==> src/design/oltid_pkg.sv <==
// Package with field widths, request kinds, status codes and the result type.
package oltid_pkg;

    localparam int KIND_W     = 2;
    localparam int VALUE_W    = 32;
    localparam int POS_W      = 7;
    localparam int STATUS_W   = 3;
    localparam int COUNT_W    = 7;
    localparam int IN_DATA_W  = 40;
    localparam int OUT_DATA_W = 40;

    typedef logic [KIND_W-1:0]   kind_t;
    typedef logic [STATUS_W-1:0] status_t;

    localparam kind_t KIND_APPEND  = 2'd0;
    localparam kind_t KIND_HEAD    = 2'd1;
    localparam kind_t KIND_TAIL    = 2'd2;
    localparam kind_t KIND_POS     = 2'd3;

    localparam status_t ST_INSERTED = 3'd0;
    localparam status_t ST_REMOVED  = 3'd1;
    localparam status_t ST_EMPTY    = 3'd2;
    localparam status_t ST_BADPOS   = 3'd3;
    localparam status_t ST_FULL     = 3'd4;

    typedef struct packed {
        status_t              status;
        logic [VALUE_W-1:0]   removed;
        logic [COUNT_W-1:0]   count;
    } result_t;

endpackage

==> src/design/oltid_ram.sv <==
// Simple dual-port RAM: one write port, one read port with registered data.
module oltid_ram #(
    parameter int DEPTH = 64,
    parameter int AW    = 6,
    parameter int DW    = 32
) (
    input  logic          clk,
    input  logic          we,
    input  logic [AW-1:0] waddr,
    input  logic [DW-1:0] wdata,
    input  logic          re,
    input  logic [AW-1:0] raddr,
    output logic [DW-1:0] rdata
);

    logic [DW-1:0] mem [DEPTH];

    always_ff @(posedge clk)
    begin
        if (we)
        begin
            mem[waddr] <= wdata;
        end
    end

    always_ff @(posedge clk)
    begin
        if (re)
        begin
            rdata <= mem[raddr];
        end
    end

endmodule

==> src/design/ordered_list_tail_insert_delete.sv <==
// Top level of the bounded ordered list: sequencer, count and output register.
// An append or a rejected request goes from idle to the done state, which hands its
// result to the output register once that is free. A removal reads the chosen entry
// in the take state, then closes up any later entries one entry per cycle in the shift state.
// One transaction is in work at a time; the next is accepted once the result is offered.
// Reset (rst_n low, asynchronous) empties the list; entry contents are left as they are.
module ordered_list_tail_insert_delete #(
    parameter int CAPACITY = 64
) (
    input  logic                                clk,
    input  logic                                rst_n,
    input  logic                                s_axis_tvalid,
    output logic                                s_axis_tready,
    // tdata fields from bit 0 up: value[31:0], position[38:32], zero pad[39].
    input  logic [oltid_pkg::IN_DATA_W-1:0]     s_axis_tdata,
    // tuser fields from bit 0 up: kind[1:0].
    input  logic [oltid_pkg::KIND_W-1:0]        s_axis_tuser,
    output logic                                m_axis_tvalid,
    input  logic                                m_axis_tready,
    // tdata fields from bit 0 up: removed_value[31:0], entry_count[38:32], zero pad[39].
    output logic [oltid_pkg::OUT_DATA_W-1:0]    m_axis_tdata,
    // tuser fields from bit 0 up: status[2:0].
    output logic [oltid_pkg::STATUS_W-1:0]      m_axis_tuser
);

    import oltid_pkg::*;

    // Address width of the entry store and width of the entry counter, which
    // must be able to hold CAPACITY itself.
    localparam int AW = (CAPACITY > 1) ? $clog2(CAPACITY) : 1;
    localparam int CW = $clog2(CAPACITY + 1);
    // Common width for comparing the requested position against the count.
    localparam int MW = (CW > POS_W) ? CW : POS_W;

    // Sequencer states.
    localparam logic [1:0] S_IDLE  = 2'd0;
    localparam logic [1:0] S_TAKE  = 2'd1;
    localparam logic [1:0] S_SHIFT = 2'd2;
    localparam logic [1:0] S_DONE  = 2'd3;

    logic [1:0]    state_reg, state_next;
    logic [CW-1:0] cnt_reg, cnt_next;
    logic [AW-1:0] idx_reg, idx_next;
    result_t       pend_reg, pend_next;
    logic          out_valid_reg, out_valid_next;
    result_t       out_reg, out_next;

    // Entry store ports.
    logic               ram_we;
    logic [AW-1:0]      ram_waddr;
    logic [VALUE_W-1:0] ram_wdata;
    logic               ram_re;
    logic [AW-1:0]      ram_raddr;
    logic [VALUE_W-1:0] ram_rdata;

    logic               in_accept;
    kind_t              in_kind;
    logic [VALUE_W-1:0] in_value;
    logic [POS_W-1:0]   in_pos;
    logic [MW-1:0]      pos_ext;
    logic [MW-1:0]      cnt_ext;
    logic [CW-1:0]      idx_ext;
    logic               list_full;
    logic               take_ok;
    logic [AW-1:0]      take_idx;
    logic               out_free;

    oltid_ram #(
        .DEPTH (CAPACITY),
        .AW    (AW),
        .DW    (VALUE_W)
    ) u_ram (
        .clk   (clk),
        .we    (ram_we),
        .waddr (ram_waddr),
        .wdata (ram_wdata),
        .re    (ram_re),
        .raddr (ram_raddr),
        .rdata (ram_rdata)
    );

    // Requests are taken only while the sequencer is idle.
    assign s_axis_tready = (state_reg == S_IDLE);
    assign in_accept     = s_axis_tvalid && s_axis_tready;

    assign in_kind  = s_axis_tuser;
    assign in_value = s_axis_tdata[VALUE_W-1:0];
    assign in_pos   = s_axis_tdata[VALUE_W+POS_W-1:VALUE_W];

    assign pos_ext   = MW'(in_pos);
    assign cnt_ext   = MW'(cnt_reg);
    assign idx_ext   = CW'(idx_reg);
    assign list_full = (cnt_reg >= CW'(CAPACITY));

    // The output register is free when empty or when its transaction completes now.
    assign out_free = !out_valid_reg || m_axis_tready;

    // Decode which entry a removal takes out. A position of zero or beyond the
    // count is refused; the empty case is handled ahead of this.
    always_comb
    begin
        take_ok  = 1'b1;
        take_idx = '0;
        case (in_kind)
            KIND_HEAD:
            begin
                take_idx = '0;
            end
            KIND_TAIL:
            begin
                take_idx = AW'(cnt_reg - CW'(1));
            end
            KIND_POS:
            begin
                if ((pos_ext == '0) || (pos_ext > cnt_ext))
                begin
                    take_ok = 1'b0;
                end
                take_idx = AW'(pos_ext - MW'(1));
            end
            default:
            begin
                take_ok = 1'b0;
            end
        endcase
    end

    // Sequencer. An append writes the tail in the accept cycle. A removal reads
    // the chosen entry, then moves each later entry down by one: every shift
    // cycle writes the word read in the cycle before and reads the next one, if any.
    always_comb
    begin
        state_next     = state_reg;
        cnt_next       = cnt_reg;
        idx_next       = idx_reg;
        pend_next      = pend_reg;
        out_valid_next = out_valid_reg;
        out_next       = out_reg;
        ram_we         = 1'b0;
        ram_waddr      = idx_reg;
        ram_wdata      = ram_rdata;
        ram_re         = 1'b0;
        ram_raddr      = idx_reg;

        if (out_valid_reg && m_axis_tready)
        begin
            out_valid_next = 1'b0;
        end

        case (state_reg)
            S_IDLE:
            begin
                if (in_accept)
                begin
                    pend_next.removed = '0;
                    state_next        = S_DONE;
                    if (in_kind == KIND_APPEND)
                    begin
                        if (list_full)
                        begin
                            pend_next.status = ST_FULL;
                        end
                        else
                        begin
                            ram_we           = 1'b1;
                            ram_waddr        = AW'(cnt_reg);
                            ram_wdata        = in_value;
                            cnt_next         = cnt_reg + CW'(1);
                            pend_next.status = ST_INSERTED;
                        end
                    end
                    else if (cnt_reg == '0)
                    begin
                        pend_next.status = ST_EMPTY;
                    end
                    else if (!take_ok)
                    begin
                        pend_next.status = ST_BADPOS;
                    end
                    else
                    begin
                        ram_re           = 1'b1;
                        ram_raddr        = take_idx;
                        idx_next         = take_idx;
                        pend_next.status = ST_REMOVED;
                        state_next       = S_TAKE;
                    end
                end
            end
            S_TAKE:
            begin
                // The removed word has arrived; start closing up if entries follow.
                pend_next.removed = ram_rdata;
                if ((idx_ext + CW'(1)) < cnt_reg)
                begin
                    ram_re     = 1'b1;
                    ram_raddr  = AW'(idx_ext + CW'(1));
                    state_next = S_SHIFT;
                end
                else
                begin
                    cnt_next   = cnt_reg - CW'(1);
                    state_next = S_DONE;
                end
            end
            S_SHIFT:
            begin
                ram_we    = 1'b1;
                ram_waddr = idx_reg;
                ram_wdata = ram_rdata;
                if ((idx_ext + CW'(2)) < cnt_reg)
                begin
                    ram_re    = 1'b1;
                    ram_raddr = AW'(idx_ext + CW'(2));
                    idx_next  = AW'(idx_ext + CW'(1));
                end
                else
                begin
                    cnt_next   = cnt_reg - CW'(1);
                    state_next = S_DONE;
                end
            end
            S_DONE:
            begin
                // Hand the result to the output register once it can take it.
                if (out_free)
                begin
                    out_next.status  = pend_reg.status;
                    out_next.removed = pend_reg.removed;
                    out_next.count   = COUNT_W'(cnt_reg);
                    out_valid_next   = 1'b1;
                    state_next       = S_IDLE;
                end
            end
            default:
            begin
                state_next = S_IDLE;
            end
        endcase
    end

    // Control state.
    always_ff @(posedge clk or negedge rst_n)
    begin
        if (!rst_n)
        begin
            state_reg     <= S_IDLE;
            cnt_reg       <= '0;
            out_valid_reg <= 1'b0;
        end
        else
        begin
            state_reg     <= state_next;
            cnt_reg       <= cnt_next;
            out_valid_reg <= out_valid_next;
        end
    end

    // Payload and index registers carry no reset.
    always_ff @(posedge clk)
    begin
        idx_reg  <= idx_next;
        pend_reg <= pend_next;
        out_reg  <= out_next;
    end

    assign m_axis_tvalid = out_valid_reg;
    assign m_axis_tuser  = out_reg.status;
    assign m_axis_tdata  = {{(OUT_DATA_W - COUNT_W - VALUE_W){1'b0}},
                            out_reg.count, out_reg.removed};

endmodule

==> config.mk <==
export PLATFORM = sky130hd
export DESIGN_NAME = ordered_list_tail_insert_delete
export DESIGN_NICKNAME = d
export VERILOG_FILES = /design/src/design/oltid_pkg.sv /design/src/design/oltid_ram.sv /design/src/design/ordered_list_tail_insert_delete.sv
export SDC_FILE = /design/constraint.sdc
export NUM_CORES = 2
export LEC_CHECK = 0
export BUFFER_PORTS_ARGS = -buffer_cell sky130_fd_sc_hd__buf_4
export CORE_AREA = 4 4 448 450
export DETAILED_ROUTE_END_ITERATION = 10
export DIE_AREA = 0 0 452 454
export GPL_TIMING_DRIVEN = 1
export HOLD_SLACK_MARGIN = 0.05
export SYNTH_ARGS = -nofsm -noshare
export SYNTH_HDL_FRONTEND = slang
export SYNTH_HIERARCHICAL = 1
export SYNTH_SLANG_ARGS = --single-unit
==> constraint.sdc <==
create_clock -name clk -period 5.8 [get_ports clk]
set_input_delay 0.58 -clock clk [delete_from_list [all_inputs] [get_ports clk]]
set_output_delay 0.58 -clock clk [all_outputs]
set_load 0.05 [all_outputs]
Yosys cells after proc, flatten, opt, wreduce, memory -nomap -nowiden. Memory sizes are Yosys's and may differ from the RTL's. A register that Yosys moved wholly into a read port is not among the register bits. Index checks and enable logic that the tools add are counted.

Memories: 1. Input bits: 46. Register bits: 93. Output and inout bits: 45. RAM bits: 2048.

Memories: u_ram.mem (depth 64, bits a word 32, read ports 1, clocked after memory_dff 1, write ports 1, line oltid_ram.sv:16) `logic [DW-1:0] mem [DEPTH];`.

Muxes and demuxes: 56. Reductions and logical operators: 19. Eq/ne operators: 13. Magnitude comparators: 4. Add/subtract/negate cells: 5.

Operators with widths (count): $mux 32 (5); $mux 6 (11); $pmux 32 s2 (1); $mux 7 (5); $pmux 6 s2 (2); $pmux 7 s3 (1); $pmux 6 s3 (1); $mux 1 (16); $mux 2 (8); $logic_not 7->1 (2); $lt 7x7->1 (2); $ne 2x2->1 const B (5); $eq 2x2->1 const B (4); $pmux 2 s4 (1); $reduce_and 2->1 (4); $add 6x1->7 const B (1); $add 6x2->7 const B (1); $add 7x1->7 const B (1); $ge 7x7->1 const B (1); $gt 7x7->1 (1); $sub 7x1->7 const B (1); $mux 3 (2); $reduce_and 6->1 (1); $sub 6x1->6 const B (1); 12 further kinds (19).

Logic depth before layout (Yosys ltp).
Depth after elaboration: 9. Gate-level depth with buffers: 20. Mapped depth without buffers: 16.

Cells and area by module. The synthesis kept the hierarchy.

By module, submodules not included: oltid_ram (cells an instance 3324, area each 78835.6 sq um, times used 1); ordered_list_tail_insert_delete (cells an instance 430, area each 5215.0 sq um, times used 1).

Least setup slack after synthesis. Ideal clock, no wire load.

Kind: register to register. Start: reg state_reg[0]. End: mem u_ram.mem[49][0], enable pin. Period minus slack after synthesis: 5.314 ns. Data required time: 5.339 ns. Setup slack: 0.486 ns. Setup time: 0.461 ns. Arrival: 4.853 ns. Cell stages (with the launch flop): 11. Cell sequence: dfrtp_1 > inv_1 > ha_1 > buf_2 > and2_1 > buf_2 > nand2_1 > clkbuf_1 > o21ai_0 > nand4_1 > nor3_1.

Elaborated cells on any way between the ends: 9. Classes of those cells: eq/ne (1); mux (6); reduce/logical (2).

RTL lines: start: declaration (line ordered_list_tail_insert_delete.sv:41) `logic [1:0] state_reg, state_next;`; start signal: assignment (line ordered_list_tail_insert_delete.sv:253) `state_reg <= state_next;`; $logic_not 2->1 (*) (line ordered_list_tail_insert_delete.sv:83) `assign s_axis_tready = (state_reg == S_IDLE);`; via s_axis_tready (line ordered_list_tail_insert_delete.sv:13) `output logic s_axis_tready,`; $logic_and 1x1->1 (line ordered_list_tail_insert_delete.sv:84) `assign in_accept = s_axis_tvalid && s_axis_tready;`; $mux 6 (line ordered_list_tail_insert_delete.sv:153) `if (in_accept)`; $mux 6 (*) (line ordered_list_tail_insert_delete.sv:150) `case (state_reg)`; via ram_waddr[0] (line ordered_list_tail_insert_delete.sv:50) `logic [AW-1:0] ram_waddr;`; end: declaration (line oltid_ram.sv:16).

Mark *: on every way through the listed nets, which the timed path passes. The rest lies on a longest branch.

Final worst setup path.
Start: reg idx_reg[1]. End: reg u_ram.rdata[20], read port of u_ram.mem (data pin).

Elaborated cells on any way between the ends: 14. Classes of those cells: add/sub (2); order compare (2); mux (10).

RTL lines: start: declaration (line ordered_list_tail_insert_delete.sv:43) `logic [AW-1:0] idx_reg, idx_next;`; start signal: assignment (line ordered_list_tail_insert_delete.sv:262) `idx_reg <= idx_next;`; $add 6x2->7 / $add 6x1->7 (equally long branches) (line ordered_list_tail_insert_delete.sv:214, ordered_list_tail_insert_delete.sv:197); $lt 7x7->1 (on tied branches) (line ordered_list_tail_insert_delete.sv:211, ordered_list_tail_insert_delete.sv:194); $mux 6 (on tied branches) (line ordered_list_tail_insert_delete.sv:211, ordered_list_tail_insert_delete.sv:194); $pmux 6 s3 (*) (line ordered_list_tail_insert_delete.sv:150); via ram_raddr[0] (line ordered_list_tail_insert_delete.sv:53) `logic [AW-1:0] ram_raddr;`; end: declaration (line oltid_ram.sv:13) `output logic [DW-1:0] rdata`.

Marked as above. A chain may end at the register's enable or synchronous reset.

==> flow_metrics.env <==
export IMPL_report_final_slew_viol_count=0
export IMPL_slew_headroom_pct=12.6
export IMPL_holdWs_ns=0.133
export IMPL_final_net_count=4206
export IMPL_tightest_slew_ns=1.31
export IMPL_die_area_sq_um=205000
export IMPL_utilization_pct=49.2
export IMPL_gp_congestion=0.878
export IMPL_syn_num_nets=3833
export IMPL_cts_resized=0
export IMPL_synth_async_reset_ratio_pct=0.460
export IMPL_fillers=15800
export IMPL_dp_hpwl_um=129000
export IMPL_overflow=0
export IMPL_r2r_cells=19
export IMPL_vias=40600
export IMPL_fin_worst_skew_ns=0.0276
export IMPL_antenna_found_initial=8
export IMPL_synthCells=3754
export IMPL_hp_class="in -> async"
export IMPL_yosysUniqueCellTypes=75
export IMPL_die_y_um=454
export IMPL_largest_reg_flops=2048
export IMPL_cp_required_ns=6.35
export IMPL_synthTopCellsByArea="edfxtp_1, mux4_2, mux2i_1"
export IMPL_post_drt_wl_per_cell_um=31.3
export IMPL_period_share_pct=93.4
export IMPL_clock_fmax_mhz=185
export IMPL_synth_edf_count=2163
export IMPL_timing_rr_start="idx_reg[1]$_DFFE_PP_"
export IMPL_yosysTopAreaCell="edfxtp_1"
export IMPL_min_period_ns=5.42
export IMPL_route_detailed_drc=0
export IMPL_synth_seq_cells=2173
export IMPL_cts_setup_buffers=0
export IMPL_cts_buffers=206
export IMPL_drv_cap=0
export IMPL_ctsHtreeMaxLevel=4
export IMPL_start_util_pct=42.8
export IMPL_endpoint_kind="flop"
export IMPL_cts_clk_slew_worst_paths_ns=0.07
export IMPL_finalSetupViolCount=0
export IMPL_die_x_um=452
export IMPL_synth_area_sq_um=84100
export IMPL_synth_top_cell_area_share_pct=77.3
export IMPL_viasPerCell=5.85
export IMPL_critPathLaunchType="flop"
export IMPL_wirelength_um=217000
export IMPL_clkSinkCount=2173
export IMPL_critPathArrivalTime_ns=5.97
export IMPL_grt_pass1_vias=40700
export IMPL_rows=163
export IMPL_avgSynthCellArea_sq_um=22.4
export IMPL_critPathLaunch="idx_reg[1]$_DFFE_PP_"
export IMPL_rsz0062_at_grt="false"
export IMPL_r2r_setup_slack_ns=0.38
export IMPL_areaGrowthSynthToFinish_pct=15.1
export IMPL_hold_viol_final=0
export IMPL_criticalPathCategory="reg -> reg"
export IMPL_drive_above_1_share_pct=30.4
export IMPL_yosysWarningCount=6
export IMPL_core_area_sq_um=197000
export IMPL_cp_slowest_stage_delay_ns=0.51
export IMPL_firstDrtPassIters=5
export IMPL_pin_count=91
export IMPL_clockBufferDepth=3
export IMPL_r2r_end="u_ram/rdata[20]$_DFFE_PP_"
export IMPL_synth_most_common_cell="edfxtp_1"
export IMPL_cp_slowest_cell="mux4_2"
export IMPL_drt_iter0_markers=4943
export IMPL_ys_seq_area_share_pct=77.6
export IMPL_io_buffers=88
export IMPL_worstPathMaxFanout=33
export IMPL_setup_ws_ns=0.382
export IMPL_grt_max_degree=65
export IMPL_grt_util_all_layers_pct=21.1
export IMPL_synth_ff_type="edfxtp_1"
export IMPL_cts_root_buffer="clkbuf_16"
export IMPL_dp_slack_ns=0.310
export IMPL_cts_tree="done"
export IMPL_ant_nets=0
export IMPL_clk_latency_ns=0.83
export IMPL_crit_path_end="u_ram/rdata[20]$_DFFE_PP_"
export IMPL_grt_pass1_wl_um=307000
export IMPL_setup_tns_ns=0
export IMPL_path_cells="ha_1 -> nand3_1 -> xnor2_1 -> ha_1 -> a211o_1 -> a21oi_2 -> o311ai_4 -> nor2_2 -> nor2_1 -> o32ai_4 -> buf_4 -> buf_12 -> buf_12 -> mux4_2 -> mux2i_1 -> nor2_1 -> o32ai_1 -> buf_4 -> nor3_1"
export IMPL_synth_common_cells="edfxtp_1, mux4_2, nor2_1"
export IMPL_outcome="finished clean"
## routing by layer
metal | routed length [um] | track usage, %
met1 | 87000 | 29.2
met2 | 106000 | 34.4
met3 | 17500 | 4.03
met4 | 6830 | 6.38
met5 | 0 | 0
## worst max-delay path, delay by kind of cell, from the launching register on
family / cells / cell delay (ns)
and+or+nand+nor: 5 / 0.75
AOI/OAI and AO/OA: 5 / 1.36
xor gates and xnor gates: 1 / 0.22
adders and majority gates: 2 / 0.58
DFF: 1 / 0.48
buffers and inverters: 4 / 1.01
muxes: 2 / 0.68
## layout by cell type (no fill, tap or decap), types with 7 or more instances in the layout
master     netlist  routed
edfxtp_1      2163    2163
mux4_2         544     544
buf_4           26     320
clkbuf_16        0     209
mux2i_1         98      98
nor2_1         153      91
o22ai_1         91      90
a21oi_1         69      69
nor2_4           0      62
clkinv_1         0      57
clkbuf_1        84      52
nand2_1         49      48
buf_12           0      47
and2_1          37      36
ha_1            33      32
mux2_2          32      31
clkinv_2         0      27
o221ai_1        27      27
nand3_1         20      20
inv_1           20      20
bufinv_16        0      20
nor2b_1         18      18
xnor2_1         17      17
o21ai_0         17      17
a22oi_1         16      16
nand2b_1        13      13
nor3_1          14      12
dfrtp_1         10      10
nand4_1          9       9
nand3b_1         7       7
a311oi_1         8       7
## worst min path at each step
stage / from / endpoint / slack [ns] / cells past startpoint
CTS: rst_n / cnt_ext[5]$_DFFE_PN0P_ / 0.07 / 2
finish: rst_n / cnt_ext[5]$_DFFE_PN0P_ / 0.13 / 2
global placement: pend_reg[41]$_SDFFCE_PN0P_ / m_axis_tuser[2]$_DFFE_PP_ / 0.40 / 0
detailed placement: pend_reg[27]$_SDFFCE_PN0P_ / m_axis_tdata[20]$_DFFE_PP_ / 0.40 / 0
floorplan: rst_n / cnt_ext[0]$_DFFE_PN0P_ / 0.28 / 0
global route: rst_n / cnt_ext[5]$_DFFE_PN0P_ / 0.11 / 2
## repair_timing
action / 4_1_cts / 5_1_grt
hold endpoints to repair: 10 / 0
endpoints found under the setup margin: 0 / 1
hold buffers: 1 / 0
## stage by stage
stage                     instances  cell area, sq um
after floorplan                3754             84100
after global placement         6559             90300
after detailed placement       6559             90300
after CTS                      6935             96700
after global routing           6935             96700
final                          6939             96700
## cell families (layout without fill, tap and decap cells)
logic type      after synthesis  in the layout  share of synthesized area, %
compound gates              277            277                          2.22
xor+xnor                     22             22                         0.229
fa+ha+maj                    33             33                         0.491
buf+inv                     223            763                          1.28
flops                      2173           2173                          77.6
mux                         674            674                          16.2
other cells                   1              6                       0.00446
simple gates                351            351                          2.03
## cell type report
class                      count  area [sq um]  share of cell area, %
clock inverter               114          1050                   1.08
tap                         2640          3300                   3.41
inverter                      20          75.1                 0.0776
multi-input combinational   1358         18300                   18.9
antenna                        5          12.5                 0.0129
timing repair buffer         368          3350                   3.47
clock buffer                 261          5430                   5.61
sequential                  2173         65200                   67.4
Power is not shown: default switching activity piles up to over one toggle a cycle in this logic, so the estimate is an artifact.
